===== src/rtl/core/lgd_pkg.sv =====
// ----------------------------------------------------------------------------
// lgd_pkg
// Shared types and constants of the gamma-coded LZ77 decompressor.
// ----------------------------------------------------------------------------
package lgd_pkg;

  localparam int CNT_W           = 17;     // byte counters and lengths
  localparam int ADDR_W          = 16;     // history address
  localparam int BYTE_W          = 8;
  localparam int ACC_W           = 16;     // suffix / offset accumulator
  localparam int NBITS_W         = 5;      // offset bit count, ones count
  localparam int HIST_DEPTH      = 65536;
  localparam int WINDOW_SIZE_DEF = 65536;
  localparam int QUEUE_DEPTH_DEF = 4;
  localparam int LIT_BITS        = 8;
  localparam int ONES_LIMIT      = 16;

  localparam int PADDR_W = 3;
  localparam int PDATA_W = 32;
  localparam logic [0:0] REG_TOTAL_LENGTH = 1'b0;

  typedef enum logic [2:0] {
    PH_FLAG,
    PH_LIT,
    PH_ONES,
    PH_SUFFIX,
    PH_OFFSET,
    PH_COPY
  } phase_t;

  typedef enum logic [1:0] {
    OP_NONE,
    OP_LIT,
    OP_COPY
  } op_t;

  typedef enum logic [1:0] {
    ST_OK,
    ST_WRONG_PHASE,
    ST_TRUNCATED,
    ST_LEN_TOO_LONG
  } status_t;

  // one decoded item on its way to the copy engine
  typedef struct packed {
    op_t                op;
    logic [BYTE_W-1:0]  lit_byte;
    logic [ADDR_W-1:0]  rd_addr;
    logic [ADDR_W-1:0]  wr_addr;
    logic               copy_pending;
    logic               done;
    status_t            status;
  } cmd_t;

endpackage


===== src/rtl/core/lgd_queue.sv =====
// ----------------------------------------------------------------------------
// lgd_queue
// Short command queue between the decoder and the copy engine.
// ----------------------------------------------------------------------------
module lgd_queue #(
  parameter int QUEUE_DEPTH = lgd_pkg::QUEUE_DEPTH_DEF
) (
  input  logic          clk,
  input  logic          rst,
  input  logic          push,
  input  lgd_pkg::cmd_t push_cmd,
  input  logic          pop,
  output lgd_pkg::cmd_t head,
  output logic          not_empty,
  output logic          full
);

  localparam int PW = $clog2(QUEUE_DEPTH);
  localparam int CW = $clog2(QUEUE_DEPTH + 1);

  lgd_pkg::cmd_t  entry [QUEUE_DEPTH];
  logic [PW-1:0]  wr_ptr, rd_ptr;
  logic [CW-1:0]  count;

  assign head      = entry[rd_ptr];
  assign not_empty = count != '0;
  assign full      = count == CW'(QUEUE_DEPTH);

  function automatic logic [PW-1:0] ptr_inc(input logic [PW-1:0] p);
    ptr_inc = (p == PW'(QUEUE_DEPTH - 1)) ? '0 : p + 1'b1;
  endfunction

  always_ff @(posedge clk) begin
    if (push) begin
      entry[wr_ptr] <= push_cmd;
    end
  end

  always_ff @(posedge clk) begin
    if (rst) begin
      wr_ptr <= '0;
      rd_ptr <= '0;
      count  <= '0;
    end else begin
      if (push) begin
        wr_ptr <= ptr_inc(wr_ptr);
      end
      if (pop) begin
        rd_ptr <= ptr_inc(rd_ptr);
      end
      if (push && !pop) begin
        count <= count + 1'b1;
      end else if (pop && !push) begin
        count <= count - 1'b1;
      end
    end
  end

endmodule


===== config.mk =====
export PLATFORM = sky130hd
export DESIGN_NAME = lgd_queue
export DESIGN_NICKNAME = d
export VERILOG_FILES = /design/src/rtl/core/lgd_pkg.sv /design/src/rtl/core/lgd_queue.sv
export SDC_FILE = /design/constraint.sdc
export NUM_CORES = 1
export LEC_CHECK = 0
export ABC_AREA = 1
export BUFFER_PORTS_ARGS = -buffer_cell sky130_fd_sc_hd__buf_2
export CORE_AREA = 2 2 124 126
export DETAILED_ROUTE_END_ITERATION = 6
export DIE_AREA = 0 0 126 128
export PLACE_DENSITY = 0.7
export SKIP_CTS_REPAIR_TIMING = 1
export SKIP_LAST_GASP = 1
export SYNTH_ARGS = -nofsm -noshare
export SYNTH_HDL_FRONTEND = slang
export SYNTH_SLANG_ARGS = --single-unit

===== constraint.sdc =====
create_clock -name clk -period 2.4 [get_ports clk]
set_clock_uncertainty 0.05 [all_clocks]
set_input_delay 0.24 -clock clk [delete_from_list [all_inputs] [get_ports clk]]
set_output_delay 0.24 -clock clk [all_outputs]
set_load 0.05 [all_outputs]

==> After elaboration in Yosys (flattened, before gate mapping) <==
Memories as Yosys holds them, arrays and structs flattened. A register that Yosys moved wholly into a read port is not among the register bits.
Cells that the tools add are included.
{ "word_totals": {"output_inout_bits": 48, "inputBits": 50, "memories": 1, "wordCells": 25, "regBits": 7, "ram_bits": 184} }
{ "op_classes": {"add_sub_neg": 4, "n_reduce_logical": 6, "n_eq_ne": 3, "mux": 8} }
{ "mem_list": {"columns": ["memory", "depth", "width", "rd", "rd_clocked_by_memory_dff", "wr", "line_no", "rtl"], "rows": [
  ["entry", 4, 46, 1, 1, 1, "lgd_queue.sv:21", "lgd_pkg::cmd_t entry [QUEUE_DEPTH];"]
]} }
{ "op_table": {"columns": ["operator", "count"], "rows": [
  ["two-way mux 2 bit", 4],
  ["two-way mux 3 bit", 2],
  ["adder 2 x 1 -> 2 bit, second input constant", 2],
  ["equality test 2 bit, second input constant", 2],
  ["adder 3 x 1 -> 3 bit, second input constant", 1],
  ["equality test 3 bit, second input constant", 1],
  ["nonzero test 3 bit", 1],
  ["subtractor 3 x 1 -> 3 bit, second input constant", 1],
  ["logical AND 1 bit", 2],
  ["logical NOT 1 bit", 2],
  ["two-way mux 1 bit", 2],
  ["nonzero test 2 bit", 1]
]} }

==> Longest topological paths before layout <==
Gate-level depths: netlist (run 1).
{ "depth": {"word_depth": 4, "depth_mapped": 10, "depth_no_buf": 10} }

==> Worst setup path before layout (run 1) <==
No wires, ideal clock.
{ "synth_timing": {"kind": "register to register", "from": "register wr_ptr[0]", "to": "memory entry[3][0] (netlist bit), enable pin", "t_arrival_ns": 1.490, "stages_incl_launch_ff": 4, "setup_ns": 0.400, "period_less_slack_ns": 1.941, "path_slack_ns": 0.459, "path_cell_list": "dfxtp_1 ha_1 nand2_1 inv_1"} }
{ "synth_rtl": {"columns": ["element", "line_no", "rtl"], "rows": [
  ["start, declared", "lgd_queue.sv:22", "logic [PW-1:0] wr_ptr, rd_ptr;"],
  ["start signal, assigned", "lgd_queue.sv:46", "wr_ptr <= ptr_inc(wr_ptr);"],
  ["end, declared", "lgd_queue.sv:21", null]
]} }
No word-level cell before the write port.

==> results.cfg, run 1 <==
[critical_path]
cp_max_fo = 24
crit_chain = inv_2, buf_12, nor2_1, o22ai_1, buf_2
worstSetupPathType = flop to output pin
crit_path_start_kind = flop
cp.required_ps = 2110
endpoint_kind = output pin
arrival_ps = 2010
cpMaxStageDelayCell = inv_2
critPathBufInv = 3
crit_family = buffers and inverters
cp_slowest_stage_delay_ps = 380

[clocking]
htree_num_levels = 4
cts-root-buf = clkbuf_16
cts_tree = done
numCtsBuffers = 17
insertion_delay_ps = 420
clockBufferDepth = 2
clkTransAtPathRegs_ps = 70
cts_sinks = 193

[floorplan]
coreArea_sq_mm = 0.0149
ioPinCount = 98
start_util_pct = 49.0
row_count = 45
dieArea_sq_mm = 0.0161
die_w_um = 126
die_h_um = 128

[sta]
period_share_pct = 95.8
period_minus_slack_ps = 2300
worstMarginPinSlew_ps = 514
relSlewSlack_pct = 65.7
setup_viol = 0
setup-tns-final_ps = 0
rsz0062_at_grt = no
timing.fmax_mhz = 435
slew_violations = 0
hold_slack_ps = 2.21
hold_viol = 0

[synthesis]
syn-num-nets = 562
synthCells = 505
yosys.area.top_type_share_pct = 75.9
ys_warn_count = 0
synthTopCellsByArea = edfxtp_1 76%, nor2_1 5.2%, o21ai_0 4.2%
synth-seq-cells = 193
synth-simple-area-share_pct = 6.03
synthAdderAreaFrac_pct = 1.31
avgSynthCellArea_sq_um = 14.4
synth_top_area_cell = edfxtp_1
ys_seq_area_share_pct = 78.3
synth_area_sq_mm = 0.00728
synth_compound_area_share_pct = 10.7
synth_top_family_by_area = compound AO/OA/AOI/OAI gates
synth.mux.area_fraction_pct = 0
synth_cell_types = 21
synth_xor_area_share_pct = 0.120

[global_routing]
grt_pass1_wl_um = 23100
grt_max_degree = 93
grt_overflow = 0
track_usage_pct = 18.9
antenna_found_initial = 0
grt_pass1_vias = 4443

[power_and_ir_drop]
p_leak_nw = 3.28
cellPowerDensity_mw_per_mm2 = 898
vdd_drop_max_v = 0.000529

[finish]
mostFrequentLayoutCells = 184 x edfxtp_1, 101 x nor2_1, 97 x buf_2, 61 x o21ai_0, 46 x o22ai_1
layoutNonFillerInstCount = 849
mostFrequentLayoutCell = edfxtp_1
nNetsFinal = 705
antenna_cells = 0
fin_util_pct = 61.0
final_area_sq_mm = 0.00906
final_layout_size_suffix_gt1_share_pct = 22.7
syn_to_final_growth_pct = 24.5

[placement]
gp_congestion = 0.757
dpl.cell_count = 775
dpl_cell_area_sq_mm = 0.00799
dp_hpwl_um = 8870
portBuffers = 97

[routing]
ant_nets = 0
drc = 0
vias = 4625
wl_per_cell_um = 18.0
vias_per_cell = 5.45
drt-initial-drc-count = 365
dr.pass1.iters = 4
routed_wirelength_um = 15200

[min_path]
hp-class = input pin to flop

[outcome]
status = finished, final reports clean

[job]
drv_cap = 0
[stage by stage]
step                      power [mW]  worst slack [ps]
after floorplan                 4.76               459
after global placement          5.06               582
after detailed placement        5.09               552
after CTS                       8.14              91.6
after global routing            8.39              1.29
final                           8.14              99.7
[layer usage]
metal  vias to the layer above  track usage [%]  wire, um
met1                      2265             23.8      6630
met3                        28             5.43       845
met2                       153             30.7      7420
met5                         -                0         0
li1                       2179                -         -
met4                         0             8.08       354
[power breakdown]
part | leakage (nW) | switching, mW | total (mW) | internal, mW
logic | 1.20 | 0.874 | 1.18 | 0.311
registers | 1.77 | 0.0436 | 3.89 | 3.84
clock network | 0.311 | 1.21 | 3.07 | 1.86
total | 3.28 | 2.13 | 8.14 | 6.01
[cell type report]
class	count	area [sq um]
flip-flops and latches	193	5710
clock inverters	15	226
inverters	16	60.1
multi-input cells	267	1320
well taps	188	235
clock buffers	17	425
repair buffers	153	1090
fillers	1142	5800
[registers in the layout, summed over array words and instances (netlist names), named ones only]
register / flops
count: 3
rd_ptr: 2
wr_ptr: 2
entry: 184
[worst paths after layout]
path / from / slack, ps / cells past startpoint / to
max: flop / 100 / 5 / head[13]
min: push_cmd[15] / 2 / 1 / entry[3][15]$_DFFE_PP_
max reg2reg: wr_ptr[0]$_SDFFE_PP0P_ / 790 / 4 / entry[3][28]$_DFFE_PP_
min reg2reg: wr_ptr[1]$_SDFFE_PP0P_ / 490 / 2 / wr_ptr[1]$_SDFFE_PP0P_
[kinds of logic (layout without fill, tap and decap cells)]
kind of cell             Yosys count  count (layout)
XOR/XNOR                           1               1
buffers and inverters             45             201
AND/OR/NAND/NOR                  115             115
flip-flops                       193             193
adder cells (fa/ha/maj)            7               7
AO/OA/AOI/OAI                    144             144
[cells in the mapped netlist, drive strengths merged]
| cell type | count |
|---|---|
| edfxtp | 184 |
| nor2 | 101 |
| o21ai | 95 |
| o22ai | 46 |
| buf | 18 |
| inv | 15 |
| clkbuf | 11 |
| dfxtp | 9 |
| nand2 | 9 |
| ha | 6 |
| a21oi | 3 |
| nor3 | 3 |
| clkinv | 1 |
| fa | 1 |
| nand3 | 1 |
| nand4 | 1 |
| xor2 | 1 |
(Power assumes the default switching activity.)
==> run 2: changes to the inputs <==
Settings changed: PLACE_DENSITY 0.7 to 0.73.
Clock period 2.4 ns to 1.9 ns, I/O delays scaled along.
==> results.cfg, run 2 (synthesized netlist as in run 1, its figures left out) <==
[outcome]
status = finished, violations left
violations = negative setup slack

[sta]
hold_viol = 0
period_minus_slack_ps = 1940
timing.final.ws_setup_ps = -39.8
period_share_pct = 102
worstMarginPinSlew_ps = 583
slew_violations = 0
relSlewSlack_pct = 61.1
rsz0062_at_grt = yes
timing.fmax_mhz = 516
setup_viol = 13

[routing]
drt-initial-drc-count = 497
vias = 4999
routed_wirelength_um = 19100
wl_per_cell_um = 21.6
ant_nets = 0
vias_per_cell = 5.65
dr.pass1.iters = 5
drc = 0

[critical_path]
crit_path_start_kind = flop
arrival_ps = 1700
crit_top_cell = buf_12
crit_chain = buf_12, buf_12, o21ai_0, o22ai_2, buf_6
worstSetupPathType = flop to output pin
cp_slowest_stage_delay_ps = 370
cpMaxStageDelayCell = dfxtp_4
endpoint_kind = output pin
cp.required_ps = 1660
cp_max_fo = 20

[finish]
layoutNonFillerInstCount = 885
largest_reg_flops = 184
mostFrequentLayoutCells = 184 x edfxtp_1, 99 x nor2_1, 51 x buf_2, 47 x dlygate4sd3_1, 45 x o21ai_0
top_register = entry
syn_to_final_growth_pct = 37.8
final_layout_size_suffix_gt1_share_pct = 31.9
nNetsFinal = 741
mostFrequentLayoutCell = edfxtp_1
antenna_cells = 0
reg_top3 = entry x184, count x3

[global_routing]
use_met1_pct = 23.4
grt_pass1_wl_um = 22000
grt_pass1_vias = 4291
grt_util_met2_pct = 29.5
grt_max_degree = 69
grt_overflow = 0
antenna_found_initial = 0
use_met3_pct = 4.92
track_usage_pct = 18.0
gr-max-usage-layer = met2

[clocking]
insertion_delay_ps = 420
cts_tree = done
clockBufferDepth = 2
cts_sinks = 193
htree_num_levels = 4
numCtsBuffers = 17
clkTransAtPathRegs_ps = 70
cts-root-buf = clkbuf_16

[power_and_ir_drop]
vdd_drop_max_v = 0.000691
power_mw = 10.3
p_leak_nw = 3.68
cellPowerDensity_mw_per_mm2 = 1020

[floorplan]
coreArea_sq_mm = 0.0149
ioPinCount = 98
die_w_um = 126
row_count = 45
dieArea_sq_mm = 0.0161
die_h_um = 128
start_util_pct = 49.0

[placement]
portBuffers = 97
dp_hpwl_um = 8280
pre_cts_slack_ps = 246
dpl.cell_count = 776
gp_congestion = 0.745

[min_path]
hp-class = input pin to flop

[job]
drv_cap = 0
## run 2: changes by cell type in the layout (fill, tap and decap cells not counted), sizes merged, moves of 5 or more
cell	previous run	this run
buf	111	130
clkbuf	17	30
dlygate4sd3	42	47
inv	20	15
## run 2: metal layers
metal / share of wire (%) / vias to the layer above / wire [um]
li1: - / 2246 / -
met3: 8.4 / 32 / 1600
met4: 2.2 / 0 / 422
met2: 51 / 265 / 9710
met5: 0 / - / 0
met1: 39 / 2456 / 7390
## run 2: metrics by stage
stage / TNS, ps / utilization [%] / hold slack, ps / area [sq um]
5_1_grt: -2120 / 67.5 / 68.5 / 10000
3_5_place_dp: 0 / 53.9 / 356 / 8010
4_1_cts: -3750 / 57.7 / -94.9 / 8570
6_report: -263 / 67.5 / 32.6 / 10000
3_3_place_gp: 0 / 53.9 / 350 / 8010
2_1_floorplan: 0 / - / 212 / 7300
## run 2: worst paths after layout
kind	cells past startpoint	slack (ps)	endpoint	start
setup / recovery	5	-40	head[15]	flop
hold / removal	3	30	rd_ptr[1]$_SDFFE_PP0P_	pop
setup reg to reg	5	230	entry[0][4]$_DFFE_PP_	wr_ptr[0]$_SDFFE_PP0P_
hold reg to reg	2	480	flop	rd_ptr[1]$_SDFFE_PP0P_
## run 2: worst max-delay path: cells and delay by family (launching register included)
| family | cells | cell delay, ps |
|---|---|---|
| DFF | 1 | 370 |
| buffers and inverters | 3 | 460 |
| AOI/OAI and AO/OA | 2 | 440 |
## run 2: where the power goes
| group | internal (mW) | total [mW] | switching, mW |
|---|---|---|---|
| registers | 4.85 | 4.92 | 0.0625 |
| logic | 0.724 | 2.00 | 1.27 |
| clock network | 1.82 | 3.37 | 1.55 |
## run 2: final cells by class
class,instances,area [sq um]
fill,1024,4830
clock inverter,14,130
inverter,16,105
sequential,193,5710
timing repair buffer,189,1900
clock buffer,18,429
multi-input combinational,267,1520
tap,188,235
==> run 3: changes to the inputs <==
Settings changed: PLACE_DENSITY 0.73 to 0.7.
Clock period 1.9 ns to 2.18 ns, I/O delays scaled along.
==> results.cfg, run 3 (synthesized netlist as in run 1, its figures left out) <==
[outcome]
status = finished, final reports clean

[floorplan]
die_w_um = 126
ioPinCount = 98
dieArea_sq_mm = 0.0161
row_count = 45
coreArea_sq_mm = 0.0149
die_h_um = 128
start_util_pct = 49.0

[placement]
portBuffers = 97
dp_hpwl_um = 8640
dpl.cell_count = 779
gp_congestion = 0.740

[sta]
period_minus_slack_ps = 2120
period_share_pct = 97.2
slew_violations = 0
rsz0062_at_grt = yes
setup-tns-final_ps = 0
relSlewSlack_pct = 74.2
timing.fmax_mhz = 472
setup_viol = 0
worstMarginPinSlew_ps = 387
hold_viol = 0

[power_and_ir_drop]
cellPowerDensity_mw_per_mm2 = 958
power.switching_mw = 2.31
power_frac_seq_pct = 49.2
p_int_mw = 6.41
combinationalPowerShare_pct = 15.0
power_mw = 8.71
clockPowerShare_pct = 35.8
swShare_pct = 26.5
p_leak_nw = 3.31
vdd_drop_max_v = 0.000583

[min_path]
hp-class = input pin to flop

[clocking]
htree_num_levels = 4
insertion_delay_ps = 420
numCtsBuffers = 17
cts-root-buf = clkbuf_16
cts_tree = done
clkTransAtPathRegs_ps = 70
cts_sinks = 193
clockBufferDepth = 2

[job]
drv_cap = 0

[finish]
syn_to_final_growth_pct = 24.9
reg_top3 = entry x184, count x3
final_layout_size_suffix_gt1_share_pct = 22.8
layoutNonFillerInstCount = 860
mostFrequentLayoutCells = 184 x edfxtp_1, 101 x nor2_1, 92 x buf_2, 61 x o21ai_0, 47 x dlygate4sd3_1
mostFrequentLayoutCell = edfxtp_1
nNetsFinal = 715
top_register = entry
largest_reg_flops = 184

[critical_path]
worstSetupPathType = flop to output pin
arrival_ps = 1850
cp.required_ps = 1910
cp_max_fo = 22
crit_path_start_kind = flop
endpoint_kind = output pin

[global_routing]
grt_overflow = 0
grt_max_degree = 45
grt_pass1_wl_um = 22700
track_usage_pct = 18.6
antenna_found_initial = 1
grt_pass1_vias = 4492

[routing]
drt-initial-drc-count = 344
routed_wirelength_um = 14700
dr.pass1.iters = 4
ant_nets = 0
wl_per_cell_um = 17.1
drc = 0
vias = 4571
vias_per_cell = 5.32
run 3: cell types whose count changed in the layout (fill, tap and decap cells not counted), moves of 3 or more:
cell / delta
clkbuf_4: +3
o21ai_0: +16
o21ai_1: +10
buf_12: -14
buf_4: -30
o22ai_2: -15
buf_2: +41
o22ai_1: +15
clkbuf_16: -12
inv_2: +5
buf_6: -14
clkinvlp_4: -7
o21ai_2: -26
run 3: area by class of cell:
cell class              count  area, sq um
clock buffers              17          425
fillers                  1146         5770
multi-input cells         267         1320
repair buffers            163         1170
flip-flops and latches    193         5710
diodes                      1         2.50
well taps                 188          235
inverters                  16         60.1
clock inverters            15          176
run 3: stage by stage:
stage	util [%]	setup slack, ps	hold slack, ps	cell area, sq um
2_1_floorplan	-	239	240	7280
3_3_place_gp	53.7	398	376	7990
3_5_place_dp	53.7	372	384	7990
4_1_cts	57.8	-97.2	-62.9	8590
5_1_grt	61.2	0.927	121	9100
6_report	61.2	60.7	109	9100
run 3: final timing paths:
path / start / endpoint / slack (ps) / depth (start not counted)
max: flop / head[4] / 60 / 4
min: push / wr_ptr[1]$_SDFFE_PP0P_ / 110 / 3
max reg2reg: wr_ptr[0]$_SDFFE_PP0P_ / entry[3][18]$_DFFE_PP_ / 710 / 4
min reg2reg: wr_ptr[1]$_SDFFE_PP0P_ / wr_ptr[1]$_SDFFE_PP0P_ / 490 / 2
run 3: layer usage:
layer  GRT usage, %  share of wire (%)  up-vias
met5              0                  0        -
met4           7.89                1.9        0
met3           5.30                6.9       16
met2           30.9                 50      174
met1           23.0                 41     2189
li1               -                  -     2192
run 3: power by group through the flow:
| stage | Sequential, mW | Combinational [mW] | Clock [mW] |
|---|---|---|---|
| after floorplan | 4.35 | 0.889 | 0 |
| after global placement | 4.36 | 1.21 | 0 |
| after detailed placement | 4.37 | 1.23 | 0 |
| after CTS | 4.29 | 1.23 | 3.19 |
| after global routing | 4.30 | 1.40 | 3.33 |
| final | 4.28 | 1.31 | 3.12 |
run 3: worst max-delay path, cell delays in order (launching register included):
cell and delay, ps:
dfxtp_4 470, buf_4 280, o21ai_0 140, o22ai_1 250, clkbuf_4 290
