==> src/rtl/core/lgd_pkg.sv <==
// ----------------------------------------------------------------------------
// lgd_pkg
// Shared types and constants of the gamma-coded LZ77 decompressor.
// ----------------------------------------------------------------------------
package lgd_pkg;

  localparam int CNT_W           = 17;     // byte counters and lengths
  localparam int ADDR_W          = 16;     // history address
  localparam int BYTE_W          = 8;
  localparam int ACC_W           = 16;     // suffix / offset accumulator
  localparam int NBITS_W         = 5;      // offset bit count, ones count
  localparam int HIST_DEPTH      = 65536;
  localparam int WINDOW_SIZE_DEF = 65536;
  localparam int QUEUE_DEPTH_DEF = 4;
  localparam int LIT_BITS        = 8;
  localparam int ONES_LIMIT      = 16;

  localparam int PADDR_W = 3;
  localparam int PDATA_W = 32;
  localparam logic [0:0] REG_TOTAL_LENGTH = 1'b0;

  typedef enum logic [2:0] {
    PH_FLAG,
    PH_LIT,
    PH_ONES,
    PH_SUFFIX,
    PH_OFFSET,
    PH_COPY
  } phase_t;

  typedef enum logic [1:0] {
    OP_NONE,
    OP_LIT,
    OP_COPY
  } op_t;

  typedef enum logic [1:0] {
    ST_OK,
    ST_WRONG_PHASE,
    ST_TRUNCATED,
    ST_LEN_TOO_LONG
  } status_t;

  // one decoded item on its way to the copy engine
  typedef struct packed {
    op_t                op;
    logic [BYTE_W-1:0]  lit_byte;
    logic [ADDR_W-1:0]  rd_addr;
    logic [ADDR_W-1:0]  wr_addr;
    logic               copy_pending;
    logic               done;
    status_t            status;
  } cmd_t;

endpackage

==> src/rtl/core/lgd_front.sv <==
// ----------------------------------------------------------------------------
// lgd_front
// Bit-stream decoder: flag, literal, gamma length and offset parsing.
// Keeps all counters and turns each item into one command for the copy engine.
// ----------------------------------------------------------------------------
module lgd_front #(
  parameter int WINDOW_SIZE = lgd_pkg::WINDOW_SIZE_DEF
) (
  input  logic                      clk,
  input  logic                      rst,
  input  logic                      take,
  input  logic                      kind,
  input  logic                      code_bit,
  input  logic [lgd_pkg::CNT_W-1:0] total_length,
  output lgd_pkg::cmd_t             cmd
);

  localparam int CNT_W   = lgd_pkg::CNT_W;
  localparam int ADDR_W  = lgd_pkg::ADDR_W;
  localparam int ACC_W   = lgd_pkg::ACC_W;
  localparam int NBITS_W = lgd_pkg::NBITS_W;
  localparam logic [CNT_W-1:0] WIN = CNT_W'(WINDOW_SIZE);

  lgd_pkg::phase_t     phase, phase_next;
  logic [NBITS_W-1:0]  ones_count, ones_count_next;
  logic [NBITS_W-1:0]  bit_count, bit_count_next;
  logic [ACC_W-1:0]    shift_accum, shift_accum_next;
  logic [CNT_W-1:0]    match_remaining, match_remaining_next;
  logic [ADDR_W-1:0]   copy_address, copy_address_next;
  logic [CNT_W-1:0]    produced_count, produced_count_next;
  logic [NBITS_W-1:0]  offset_bits, offset_bits_next;

  logic                done_now;
  logic [CNT_W-1:0]    produced_inc;
  logic [CNT_W-1:0]    match_dec;
  logic [NBITS_W-1:0]  bc_inc, bc_dec, ones_inc;
  logic [ACC_W-1:0]    acc_shift;
  logic [7:0]          lit_shift;
  logic [ADDR_W-1:0]   win_start;
  logic                pow2;
  logic                start_off, start_cp;
  logic [ACC_W-1:0]    cp_offset;
  lgd_pkg::op_t        op;
  lgd_pkg::status_t    st;

  assign done_now     = produced_count >= total_length;
  assign produced_inc = produced_count + 1'b1;
  assign match_dec    = match_remaining - 1'b1;
  assign bc_inc       = bit_count + 1'b1;
  assign bc_dec       = bit_count - 1'b1;
  assign ones_inc     = ones_count + 1'b1;
  assign acc_shift    = {shift_accum[ACC_W-2:0], code_bit};
  assign lit_shift    = {shift_accum[6:0], code_bit};
  assign win_start    = (produced_count >= WIN) ? ADDR_W'(produced_count - WIN) : '0;
  assign pow2         = (produced_count != '0) &&
                        ((produced_count & (produced_count - 1'b1)) == '0);

  always_comb begin
    phase_next           = phase;
    ones_count_next      = ones_count;
    bit_count_next       = bit_count;
    shift_accum_next     = shift_accum;
    match_remaining_next = match_remaining;
    copy_address_next    = copy_address;
    produced_count_next  = produced_count;
    op                   = lgd_pkg::OP_NONE;
    st                   = lgd_pkg::ST_OK;
    start_off            = 1'b0;
    start_cp             = 1'b0;
    cp_offset            = '0;

    if (kind) begin
      if (phase != lgd_pkg::PH_COPY) begin
        st = lgd_pkg::ST_WRONG_PHASE;
      end else if (done_now) begin
        st                   = lgd_pkg::ST_TRUNCATED;
        match_remaining_next = '0;
        phase_next           = lgd_pkg::PH_FLAG;
      end else begin
        op                   = lgd_pkg::OP_COPY;
        produced_count_next  = produced_inc;
        copy_address_next    = copy_address + 1'b1;
        match_remaining_next = match_dec;
        if (match_dec == '0) begin
          phase_next = lgd_pkg::PH_FLAG;
        end else if (produced_inc >= total_length) begin
          st                   = lgd_pkg::ST_TRUNCATED;
          match_remaining_next = '0;
          phase_next           = lgd_pkg::PH_FLAG;
        end
      end
    end else begin
      unique case (phase)
        lgd_pkg::PH_FLAG: begin
          if (done_now) begin
            st = lgd_pkg::ST_WRONG_PHASE;
          end else if (!code_bit) begin
            phase_next       = lgd_pkg::PH_LIT;
            bit_count_next   = '0;
            shift_accum_next = '0;
          end else begin
            phase_next      = lgd_pkg::PH_ONES;
            ones_count_next = '0;
          end
        end
        lgd_pkg::PH_LIT: begin
          shift_accum_next = ACC_W'(lit_shift);
          bit_count_next   = bc_inc;
          if (bc_inc >= NBITS_W'(lgd_pkg::LIT_BITS)) begin
            bit_count_next = '0;
            phase_next     = lgd_pkg::PH_FLAG;
            if (done_now) begin
              st = lgd_pkg::ST_TRUNCATED;
            end else begin
              op                  = lgd_pkg::OP_LIT;
              produced_count_next = produced_inc;
            end
          end
        end
        lgd_pkg::PH_ONES: begin
          if (code_bit) begin
            ones_count_next = ones_inc;
            if (ones_inc >= NBITS_W'(lgd_pkg::ONES_LIMIT)) begin
              st              = lgd_pkg::ST_LEN_TOO_LONG;
              ones_count_next = '0;
              phase_next      = lgd_pkg::PH_FLAG;
            end
          end else if (ones_count == '0) begin
            match_remaining_next = CNT_W'(2);
            start_off            = 1'b1;
          end else begin
            bit_count_next   = ones_count;
            shift_accum_next = '0;
            phase_next       = lgd_pkg::PH_SUFFIX;
          end
        end
        lgd_pkg::PH_SUFFIX: begin
          shift_accum_next = acc_shift;
          bit_count_next   = bc_dec;
          if (bc_dec == '0) begin
            match_remaining_next = (CNT_W'(1) << ones_count[3:0]) +
                                   CNT_W'(acc_shift) + 1'b1;
            start_off = 1'b1;
          end
        end
        lgd_pkg::PH_OFFSET: begin
          shift_accum_next = acc_shift;
          bit_count_next   = bc_dec;
          if (bc_dec == '0) begin
            start_cp  = 1'b1;
            cp_offset = acc_shift;
          end
        end
        default: begin
          st = lgd_pkg::ST_WRONG_PHASE;
        end
      endcase
    end

    // window of zero or one byte: no offset bits, copy starts at once; else the offset bits follow
    if (start_off) begin
      shift_accum_next = '0;
      if (offset_bits == '0) begin
        start_cp = 1'b1;
      end else begin
        bit_count_next = offset_bits;
        phase_next     = lgd_pkg::PH_OFFSET;
      end
    end
    if (start_cp) begin
      copy_address_next = win_start + cp_offset;
      phase_next        = lgd_pkg::PH_COPY;
    end
  end

  // ceil(log2(fill)) tracked as the byte count grows
  always_comb begin
    offset_bits_next = offset_bits;
    if (op != lgd_pkg::OP_NONE) begin
      if (produced_inc == '0) begin
        offset_bits_next = '0;
      end else if (produced_count < WIN && pow2) begin
        offset_bits_next = offset_bits + 1'b1;
      end
    end
  end

  always_comb begin
    cmd.op           = op;
    cmd.lit_byte     = lit_shift;
    cmd.rd_addr      = copy_address;
    cmd.wr_addr      = produced_count[ADDR_W-1:0];
    cmd.copy_pending = (phase_next == lgd_pkg::PH_COPY) && (match_remaining_next != '0);
    cmd.done         = produced_count_next >= total_length;
    cmd.status       = st;
  end

  always_ff @(posedge clk) begin
    if (rst) begin
      phase           <= lgd_pkg::PH_FLAG;
      ones_count      <= '0;
      bit_count       <= '0;
      shift_accum     <= '0;
      match_remaining <= '0;
      copy_address    <= '0;
      produced_count  <= '0;
      offset_bits     <= '0;
    end else if (take) begin
      phase           <= phase_next;
      ones_count      <= ones_count_next;
      bit_count       <= bit_count_next;
      shift_accum     <= shift_accum_next;
      match_remaining <= match_remaining_next;
      copy_address    <= copy_address_next;
      produced_count  <= produced_count_next;
      offset_bits     <= offset_bits_next;
    end
  end

endmodule

==> config.mk <==
export PLATFORM = sky130hd
export DESIGN_NAME = lgd_front
export DESIGN_NICKNAME = d
export VERILOG_FILES = /design/src/rtl/core/lgd_pkg.sv /design/src/rtl/core/lgd_front.sv
export SDC_FILE = /design/constraint.sdc
export NUM_CORES = 1
export LEC_CHECK = 0
export ABC_AREA = 1
export BUFFER_PORTS_ARGS = -buffer_cell sky130_fd_sc_hd__buf_2
export CAP_MARGIN = 25
export CELL_PAD_IN_SITES_DETAIL_PLACEMENT = 1
export CELL_PAD_IN_SITES_GLOBAL_PLACEMENT = 1
export CORE_MARGIN = 2
export CORE_UTILIZATION = 34
export DETAILED_ROUTE_END_ITERATION = 6
export PLACE_DENSITY = 0.65
export RECOVER_POWER = 50
export SYNTH_ARGS = -nofsm -noshare
export SYNTH_HDL_FRONTEND = slang
export SYNTH_SLANG_ARGS = --single-unit
==> constraint.sdc <==
create_clock -name clk -period 8.2 [get_ports clk]
set_input_delay 1.64 -clock clk [delete_from_list [all_inputs] [get_ports clk]]
set_output_delay 1.64 -clock clk [all_outputs]
set_load 0.005 [all_outputs]
# After elaboration in Yosys (flattened, before gate mapping)
# Cells that the tools add are included.
# Widths: inputs -> output; s select.
dict set report totals {
  regBits 83
  mem_count 0
  latchBits 0
  in_bits 22
  output_inout_bits 46
  wordCells 154
  ram_bits 0
  romBits 0
}
dict set report op_classes {
  eq_ne 16
  magnitude_cmp 7
  addsub 12
  mul 0
  mux 86
  n_div 0
  reduce_logical 22
  n_bitwise 2
  shift 1
}
# cell n
set ops {}
lappend ops {{$mux 17} 13}
lappend ops {{$mux 16} 8}
lappend ops {{$mux 15} 6}
lappend ops {{$mux 5} 14}
lappend ops {{$pmux 15 s4} 1}
lappend ops {{$ge 17x17->1} 3}
lappend ops {{$logic_not 17->1} 3}
lappend ops {{$mux 3} 13}
lappend ops {{$add 17x1->17 const B} 2}
lappend ops {{$pmux 17 s2} 1}
lappend ops {{$reduce_bool 17->1} 2}
lappend ops {{$sub 17x1->17 const B} 2}
lappend ops {{$mux 2} 13}
lappend ops {{$pmux 5 s4} 1}
lappend ops {{$add 17x16->17} 1}
lappend ops {{$and 17x17->17} 1}
lappend ops {{$ge 17x17->1 const B} 1}
lappend ops {{$lt 17x17->1 const B} 1}
lappend ops {{$shl 1x4->17 const A} 1}
lappend ops {{$add 16x1->16 const B} 1}
lappend ops {{$add 16x16->16} 1}
lappend ops {{$sub 16x1->16 const B} 1}
lappend ops {{$add 5x1->5 const B} 3}
lappend ops {{$logic_not 5->1} 3}
lappend ops {{other kinds (24)} 50}

# Depth between registers and ports, before layout
# Gate-level depths: netlist of run 1.
dict set report logic_depth {
  depth_word 12
  mapped_depth 28
  ltp_nobuf 27
}

# Worst setup path after synthesis of run 1
# No wires, ideal clock.
dict set report synth_path {
  path_kind {input to output}
  from {in total_length[16] (netlist name)}
  to {out cmd[2] (netlist name)}
  n_path_buf 2
  setup_slack_ps 2209
  arrival_ps 4351
  path_stages 22
  required_time_ps 6560
  path_cell_list {inv_1 -> ha_1 -> nand2_1 -> nor2_1 -> nand3_1 -> nor3_1 -> nor2_1 -> nand3_1 -> buf_2 -> clkbuf_1 -> a21oi_1 -> o21ai_0 -> o21ai_1 -> ha_1 -> nand2_1 -> o311ai_0 -> nand2_1 -> nand2_1 -> nand2_1 -> o2111ai_1 -> a21oi_1 -> o21ai_0}
}
# item line_no
set synth_rtl {}
lappend synth_rtl {{from (decl)} lgd_front.sv:14} ;# input logic [lgd_pkg::CNT_W-1:0] total_length,
lappend synth_rtl {{to (decl)} lgd_front.sv:15} ;# output lgd_pkg::cmd_t cmd

==> run metrics, run 1 <==
outcome finished, final reports clean; Finished Core Util 37.0%; cts repair resizes 0; Worst EP required 6560 ps; Max-slew headroom 27.3%; vias per cell 5.45; CTS Buf Count 9; CTS Hold Buffers Added 0; post-route clock period utilization 87.1%; Yosys reg bits 83; area of the mapped netlist 10000 sq um; HPWL Detailed 31300 um; CTS H-tree depth 3; Synthesized Nets 1807; row cnt 62; RSZ-0062 raised after global routing no; port bufs 67; Die Width 176 um; Hold Slack 493 ps; reg-to-reg endpoint phase[0]; Post-synth EDFFs 0; gr usage total 25.6%; DP Worst Slack 1140 ps; Post-Route Skew 16.5 ps; Max Freq 140 MHz; Final Max Slew Viols 0; gp weighted congestion 0.933; worst skew pair latency 360 ps; Yosys top cell area share 16.6%; Clock power frac 30.9%; CTS Buffer Depth 2; initial antenna violation count 0; Setup crit end kind output port; crit path kind register to output port; total routed wirelength 39300 um; Worst Hold End offset_bits[4]; Routed Antenna Nets 0; worst reg2reg setup slack 3170 ps; # Post-CTS Setup Buffers 0; Gate Count Post-Synth 1683; Flop pwr share 36.5%; first-pass GRT wire length 62400 um; sw frac 40.9%; Worst EP arrival 5500 ps; Post-synth top cells nand2_1, inv_1, nor2_1; leakage power 5.30 nW; Yosys Warn Count 0; Critical Path Source produced_count[1]; initial drt markers 570; ant diodes 0; nets 1814; routed via count 11323; setup TNS 0 ps; Max FO, Critical Path 15; Cell variety after synth 49; worst r2r src produced_count[1]; synth top area cells dfxtp_1, ha_1, nand2_1; CTS sink count 83; power share of the combinational group 32.6%; GR Overflow Total 0; CP startpoint kind register; hold_sp offset_bits[4]; sequential-to-total area share from yosys stat 16.6%; Core Box Area 28900 sq um; cell area power density 123 nW/um^2; vias in the first global route 11450; pin count of the biggest net entering global routing 58; WL per Instance 18.9 um; crit-path max cell delay 740 ps; fin crit period 7140 ps; 1st-pass router iterations 5; top-count cell post-synth nand2_1; Main synth FF type dfxtp_1; die area 30800 sq um; clk root buf clkbuf_16; Worst Hold Class register to register; Most common cell on crit path nand2_1; Sw Pwr 0.539 mW; Worst-Margin Slew 1090 ps; Area Growth Syn to Fin 6.86%; Pint 0.780 mW; CTS tree built; most area-hungry cell type in the Yosys netlist dfxtp_1; Synth async-reset ratio 0%; Clk pin slew, worst setup/hold paths 70 ps; Peak VDD IR 0.0850 mV; Worst Setup Slack, final 1060 ps; syn_area_per_cell 5.94 sq um; Initial Util 34.7%; # Max-Cap Violations 0; final setup violation count 0; # IOs 68; Slowest-stage cell, CP clkbuf_1; cells on worst reg2reg path 27; chip height 176 um; FILL cells 3969; share of layout cells above drive strength 1 6.43%; Min-Delay Path Depth 2; Fin. Hold Viols 0; DRC viols 0
## logic make-up after synthesis
logic type	count (synthesis)	share of synthesized area, %
flip-flops	83	16.6
AND/OR/NAND/NOR	727	31.4
AO/OA/AOI/OAI	405	22.1
XOR/XNOR	39	3.42
buffers and inverters	327	13.6
adder cells (fa/ha/maj)	102	12.9
## through the flow
stage	cells	cell area, sq um	total power, mW
2_1_floorplan	1683	10000	0.776
3_3_place_gp	2063	10500	0.907
3_5_place_dp	2063	10500	0.916
4_1_cts	2079	10700	1.32
5_1_grt	2079	10700	1.41
6_report	2079	10700	1.32
## area by class of cell
cell class / count / area (sq um) / area share (%)
clock inverter: 5 / 37.5 / 0.351
inverter: 247 / 928 / 8.69
tap: 384 / 480 / 4.50
timing repair buffer: 76 / 373 / 3.49
sequential: 83 / 1660 / 15.5
clock buffer: 11 / 243 / 2.27
multi-input combinational: 1273 / 6960 / 65.2
## layer usage
layer	up-vias	share of wire [%]	global-route usage, %
li1	5574	-	-
met1	5474	48	34.3
met2	203	46	42.9
met3	72	3.3	2.79
met4	0	2.9	8.30
met5	-	0	0
## critical path, delay by kind of cell, from the launching register on
family | cells | cell delay (ps)
flip-flops | 1 | 590
AO/OA/AOI/OAI | 1 | 100
AND/OR/NAND/NOR | 21 | 2670
buffers and inverters | 4 | 1130
adder cells (fa/ha/maj) | 2 | 620
## worst max-delay path by stage
stage / to / slack (ps) / cells after the start
finish: cmd[3] / 1060 / 28
global placement: cmd[2] / 1300 / 23
CTS: cmd[2] / 1150 / 23
detailed placement: cmd[2] / 1140 / 23
global route: cmd[3] / 570 / 28
floorplan: cmd[2] / 2210 / 22
## registers in the layout, summed over array words and instances, names as in the netlist
signal           flops
bit_count            5
copy_address        16
match_remaining     17
offset_bits          5
ones_count           5
phase                3
produced_count      17
shift_accum         15
## cells in the final DEF, fill, tap and decap left out, types with 4 or more instances in the layout
cell       count
xnor2_1       11
nand2_1      325
dfxtp_1       83
xor2_1        28
a21o_1         4
clkbuf_1      21
nand3b_1      10
o21bai_1       5
inv_1        228
o31ai_1        4
nand3_1      108
o21ai_0      117
a21oi_1      175
nand4_1       29
a211oi_1      20
clkbuf_16      9
o211ai_1      14
nor2_1       196
ha_1         100
buf_2         49
nor3_1        34
nor4_1         5
a31oi_1        9
nand2_4        5
o22ai_1        4
o21ai_1       40
buf_4          7
inv_2         15
## power by group through the flow
stage                     clock (mW)  combinational (mW)  sequential [mW]
after floorplan                    0               0.317            0.459
after CTS                      0.414               0.430            0.480
after detailed placement           0               0.427            0.489
after global placement             0               0.417            0.489
after global routing           0.436               0.487            0.485
final                          0.408               0.431            0.481
Note: power is estimated with default switching activity, not from simulation.
==> inputs of run 2 (changes only) <==
--- a/config.mk
+++ b/config.mk
@@ -15,6 +15,7 @@
 export DETAILED_ROUTE_END_ITERATION = 6
 export PLACE_DENSITY = 0.65
 export RECOVER_POWER = 50
+export REMOVE_ABC_BUFFERS = 1
 export SYNTH_ARGS = -nofsm -noshare
 export SYNTH_HDL_FRONTEND = slang
 export SYNTH_SLANG_ARGS = --single-unit
==> run metrics, run 2 (synthesized netlist as in run 1, its figures left out) <==
fin crit period 7400 ps (+266 ps); share of layout cells above drive strength 1 6.91% (+0.48 points); post-route clock period utilization 90.3% (+3.2 points); CTS Buf Count 9 (unchanged); Max-slew headroom 33.9% (+6.6 points); final setup violation count 0 (unchanged); commonest non-fill, non-tap cell in the layout nand2_1; clk root buf clkbuf_16; # Max-Cap Violations 0 (unchanged); gr usage total 24.9% (-0.69 points); Worst Hold Class register to register; Area Growth Syn to Fin 7.38%; biggest regs match_remaining x17, produced_count x17, copy_address x16; cell area power density 127 nW/um^2 (+2.6%); delay-heaviest family, CP simple AND/OR/NAND/NOR gates; Die Width 176 um (unchanged); Final Max Slew Viols 0 (unchanged); initial drt markers 721 (+26%); gp weighted congestion 0.891 (-4.4%); CTS H-tree depth 3 (unchanged); GR Overflow Total 0 (unchanged); WL per Instance 18.2 um (-3.8%); leakage power 5.34 nW (+0.82%); nets 1813 (-0.055%); RSZ-0062 raised after global routing no; vias per cell 5.36 (-1.7%); area post-placement 10400 sq um (-0.14%); CTS sink count 83 (unchanged); Slowest-stage cell, CP nor2_1; Routed Antenna Nets 0 (unchanged); Max FO, Critical Path 16 (+1); Clk pin slew, worst setup/hold paths 70 ps (about the same); HPWL Detailed 29800 um (-4.7%); # IOs 68 (unchanged); routed via count 11129 (-1.7%); Post-Route Skew 14.8 ps (-1.67 ps); Initial Util 34.7% (unchanged); Worst EP required 6560 ps (about the same); Core Box Area 28900 sq um (unchanged); vias in the first global route 11253 (-1.7%); most frequent cells in the layout nand2_1, inv_1, nor2_1; outcome finished, final reports clean; initial antenna violation count 0 (unchanged); total routed wirelength 37800 um (-3.8%); ant diodes 0 (unchanged); row cnt 62 (unchanged); CTS tree built; die area 30800 sq um (unchanged); pin count of the biggest net entering global routing 47 (-19%); CP startpoint kind input port; CTS Buffer Depth 2 (unchanged); # Post-CTS Setup Buffers 0 (unchanged); Worst EP arrival 5760 ps (+260 ps); worst skew pair latency 370 ps (about the same); Worst-Margin Slew 991 ps (-96.9 ps); DRC viols 0 (unchanged); CTS Hold Buffers Added 0 (unchanged); FILL cells 3985 (+0.40%); setup TNS 0 ps (unchanged); Max Freq 135 MHz (-3.6%); Setup crit end kind output port; cts repair resizes 0 (unchanged); Design Area, Final 10700 sq um (+0.49%); port bufs 67 (unchanged); Most common cell on crit path nand2_1; crit-path max cell delay 720 ps (-20 ps); CP Buf/Inv Count 5 (+1); Fin. Hold Viols 0 (unchanged); worst reg2reg setup slack 3770 ps (+600 ps); first-pass GRT wire length 61100 um (-2.1%); crit path kind input port to output port; 1st-pass router iterations 5 (unchanged); chip height 176 um (unchanged); Hold Slack 505 ps (+11.3 ps); Peak VDD IR 0.101 mV (+19%)
[run 2: layer usage]
layer  global-route usage, %  up-vias  share of wire, %
li1                        -     5585                 -
met1                    35.2     5326                50
met2                    41.1      188                45
met3                    2.62       30               3.3
met4                    4.99        0               1.3
met5                       0        -                 0
[run 2: report_power, final]
group | switching, mW | internal, mW | leakage [nW]
logic | 0.285 | 0.139 | 4.52
registers | 0.0541 | 0.426 | 0.680
clock network | 0.213 | 0.242 | 0.145
total | 0.552 | 0.808 | 5.34
[run 2: area by class of cell]
type / instances / area, sq um / area share (%)
clock buffer: 9 / 225 / 2.10
clock inverter: 7 / 82.6 / 0.769
inverter: 247 / 928 / 8.64
multi-input combinational: 1273 / 6970 / 64.9
sequential: 83 / 1660 / 15.5
tap: 384 / 480 / 4.47
timing repair buffer: 75 / 388 / 3.61
[run 2: metrics by stage]
step	worst slack, ps	util (%)	total power, mW	cells
6_report	795	37.2	1.36	2078
5_1_grt	437	37.2	1.45	2078
4_1_cts	1130	37.2	1.37	2077
3_5_place_dp	1160	36.2	0.911	2061
3_3_place_gp	1300	36.2	0.899	2061
2_1_floorplan	1940	-	0.752	1603
[run 2: tightest hold or removal path, delay by kind of cell, from the launching register on]
| kind | cells | cell delay, ps |
|---|---|---|
| flip-flops | 1 | 340 |
| AND/OR/NAND/NOR | 1 | 70 |
| AO/OA/AOI/OAI | 1 | 50 |
[run 2: final timing paths]
kind	startpoint	cells after the start	to
worst min-delay path	offset_bits[4]	2	offset_bits[4]
worst max-delay path	total_length[4]	25	cmd[2]
worst min register to register	offset_bits[4]	2	offset_bits[4]
worst max register to register	bit_count[0]	21	copy_address[12]
==> inputs of run 3 (changes only) <==
--- a/config.mk
+++ b/config.mk
@@ -5,7 +5,6 @@
 export SDC_FILE = /design/constraint.sdc
 export NUM_CORES = 1
 export LEC_CHECK = 0
-export ABC_AREA = 1
 export BUFFER_PORTS_ARGS = -buffer_cell sky130_fd_sc_hd__buf_2
 export CAP_MARGIN = 25
 export CELL_PAD_IN_SITES_DETAIL_PLACEMENT = 1
@@ -13,7 +12,7 @@
 export CORE_MARGIN = 2
 export CORE_UTILIZATION = 34
 export DETAILED_ROUTE_END_ITERATION = 6
-export PLACE_DENSITY = 0.65
+export PLACE_DENSITY = 0.62
 export RECOVER_POWER = 50
 export REMOVE_ABC_BUFFERS = 1
 export SYNTH_ARGS = -nofsm -noshare
==> run metrics, run 3 <==
outcome finished, final reports clean; gr usage total 22.5% (-2.5 points); Yosys top cell area share 18.4% (+1.8 points); commonest non-fill, non-tap cell in the layout a21oi_1; setup TNS 0 ps (unchanged); Routed Antenna Nets 0 (unchanged); synth top area cells dfxtp_1, ha_1, a21oi_1; Post-synth EDFFs 0 (unchanged); Max-slew headroom 16.9% (-17 points); gp weighted congestion 0.873 (-2.0%); total routed wirelength 31400 um (-17%); GR Overflow Total 0 (unchanged); initial drt markers 630 (-13%); CTS tree built; Gate Count Post-Synth 1262 (-25%); Cell variety after synth 72 (+47%); die area 27900 sq um (-9.5%); most area-hungry cell type in the Yosys netlist dfxtp_1; post-route clock period utilization 94.4% (+4.1 points); Setup crit end kind output port; total power 1.04 mW (-24%); Worst Hold Class register to register; Worst-Margin Slew 1230 ps (+242 ps); Main synth FF type dfxtp_1; RSZ-0062 raised after global routing no; Peak VDD IR 0.0803 mV (-21%); final setup violation count 0 (unchanged); simple-gate share of the synthesized area 27.5% (-3.9 points); Post-synth top cells a21oi_1, nor2_1, nand2_1; Fin. Hold Viols 0 (unchanged); row cnt 59 (-4.8%); nets 1385 (-24%); pin count of the biggest net entering global routing 65 (+38%); share of layout cells above drive strength 1 8.22% (+1.3 points); Finished Core Util 37.3% (+0.11 points); Post-Synth XOR/XNOR Area 7.08% (+3.7 points); ant diodes 0 (unchanged); Yosys reg bits 83 (unchanged); biggest regs match_remaining x17, produced_count x17, copy_address x16; Final Max Slew Viols 0 (unchanged); mux cell area share after synthesis 1.57% (+1.6 points); initial antenna violation count 0 (unchanged); crit path kind register to output port; first-pass GRT wire length 50500 um (-17%); syn_area_per_cell 7.15 sq um (+20%); Design Area, Final 9730 sq um (-9.4%); port bufs 67 (unchanged); leakage power 4.21 nW (-21%); DP Cell Count 1585 (-23%); Max Freq 129 MHz (-4.3%); cts repair resizes 0 (unchanged); CTS Buffer Depth 2 (unchanged); WL per Instance 19.6 um (+8.0%); Die Width 167 um (-4.9%); vias per cell 5.71 (+6.6%); # IOs 68 (unchanged); HPWL Detailed 23900 um (-20%); top-count cell post-synth a21oi_1; vias in the first global route 9073 (-19%); CTS Buf Count 9 (unchanged); # Max-Cap Violations 0 (unchanged); sequential-to-total area share from yosys stat 18.4% (+1.8 points); Compound-Gate Fraction of Synth Area 23.7% (+1.6 points); CP startpoint kind register; cell area power density 107 nW/um^2 (-16%); Synth async-reset ratio 0% (unchanged); CTS sink count 83 (unchanged); fin crit period 7740 ps (+336 ps); Max FO, Critical Path 13 (-3); Core Box Area 26100 sq um (-9.7%); clk root buf clkbuf_16; worst skew pair latency 360 ps (about the same); routed via count 9136 (-18%); Post-Route Skew 10.6 ps (-4.24 ps); DRC viols 0 (unchanged); area post-placement 9450 sq um (-9.5%); # Post-CTS Setup Buffers 0 (unchanged); chip height 167 um (-4.9%); 1st-pass router iterations 5 (unchanged); most frequent cells in the layout a21oi_1, nor2_1, nand2_1; area of the mapped netlist 9030 sq um (-9.7%); Yosys Warn Count 0 (unchanged); Worst EP arrival 6100 ps (+340 ps); Final Non-Filler Cells 1600 (-23%); Initial Util 34.6% (about the same); largest family of logic cells by synthesized area simple AND/OR/NAND/NOR gates; CTS H-tree depth 3 (unchanged); CTS Hold Buffers Added 0 (unchanged); Clk pin slew, worst setup/hold paths 70 ps (about the same); adder-cell area share of the yosys netlist 14.3% (+1.4 points); Worst EP required 6560 ps (about the same); Area Growth Syn to Fin 7.75%
run 3: changes by cell type after synthesis, moves of 17 or more:
cell      delta
nand4_1     -17
nor2_1      -82
clkbuf_1    +30
o21ai_0     -37
inv_1      -174
or3_1       +22
and2_1      +38
xnor2_1     +29
nand2_1    -214
o21ai_1     -36
a21oi_1     -61
nand3_1     -44
run 3: through the flow:
stage | setup WS [ps] | hold slack (ps)
after global routing | 40.2 | 519
after floorplan | 1950 | 443
final | 459 | 494
after global placement | 947 | 480
after detailed placement | 660 | 488
after CTS | 241 | 499
run 3: final cells by class:
class / count / area (sq um)
Fill cell: 3300 / 16300
Multi-Input combinational cell: 1028 / 6700
Timing Repair Buffer: 85 / 439
Inverter: 54 / 203
Sequential cell: 83 / 1660
Clock buffer: 11 / 253
Clock inverter: 4 / 50.0
Tap cell: 335 / 419
run 3: final timing paths:
| check | from | end | slack [ps] | cells past startpoint |
|---|---|---|---|---|
| worst max register to register | produced_count[1] | match_remaining[13] | 2870 | 19 |
| worst min register to register | shift_accum[14] | shift_accum[14] | 490 | 2 |
| worst max-delay path | produced_count[1] | cmd[3] | 460 | 20 |
| worst min-delay path | shift_accum[14] | shift_accum[14] | 490 | 2 |
run 3: routing by layer:
layer,vias up,global-route usage (%),routed length (um)
met5,-,0,0
met4,0,6.48,636
met3,33,2.59,1040
met2,149,36.3,14300
met1,4427,31.4,15500
li1,4527,-,-
run 3: power by group:
part / switching [mW] / internal (mW) / leakage (nW)
clock: 0.189 / 0.251 / 0.144
combinational: 0.110 / 0.0624 / 3.39
sequential: 0.0168 / 0.410 / 0.672
total: 0.316 / 0.724 / 4.21
run 3: kinds of logic after synthesis:
kind of cell,count (synthesis)
AND/OR/NAND/NOR,497
AO/OA/AOI/OAI,342
buffers and inverters,151
adder cells (fa/ha/maj),102
flip-flops,83
XOR/XNOR,73
multiplexers,14
run 3: critical path, stage by stage, from the launching register on:
cell and delay (ps):
dfxtp_1 590, ha_1 380, nand3_1 280, nor2_1 380, and3_1 300, nand3_1 210, or2_2 410, xnor2_1 180
ha_1 330, o21ai_0 90, a21oi_1 200, and4_1 260, a221oi_1 90, buf_4 210, o21ai_2 490, o21ai_0 260
nor4_1 300, nand4b_1 140, nor4_1 350, a31oi_1 140, buf_2 150
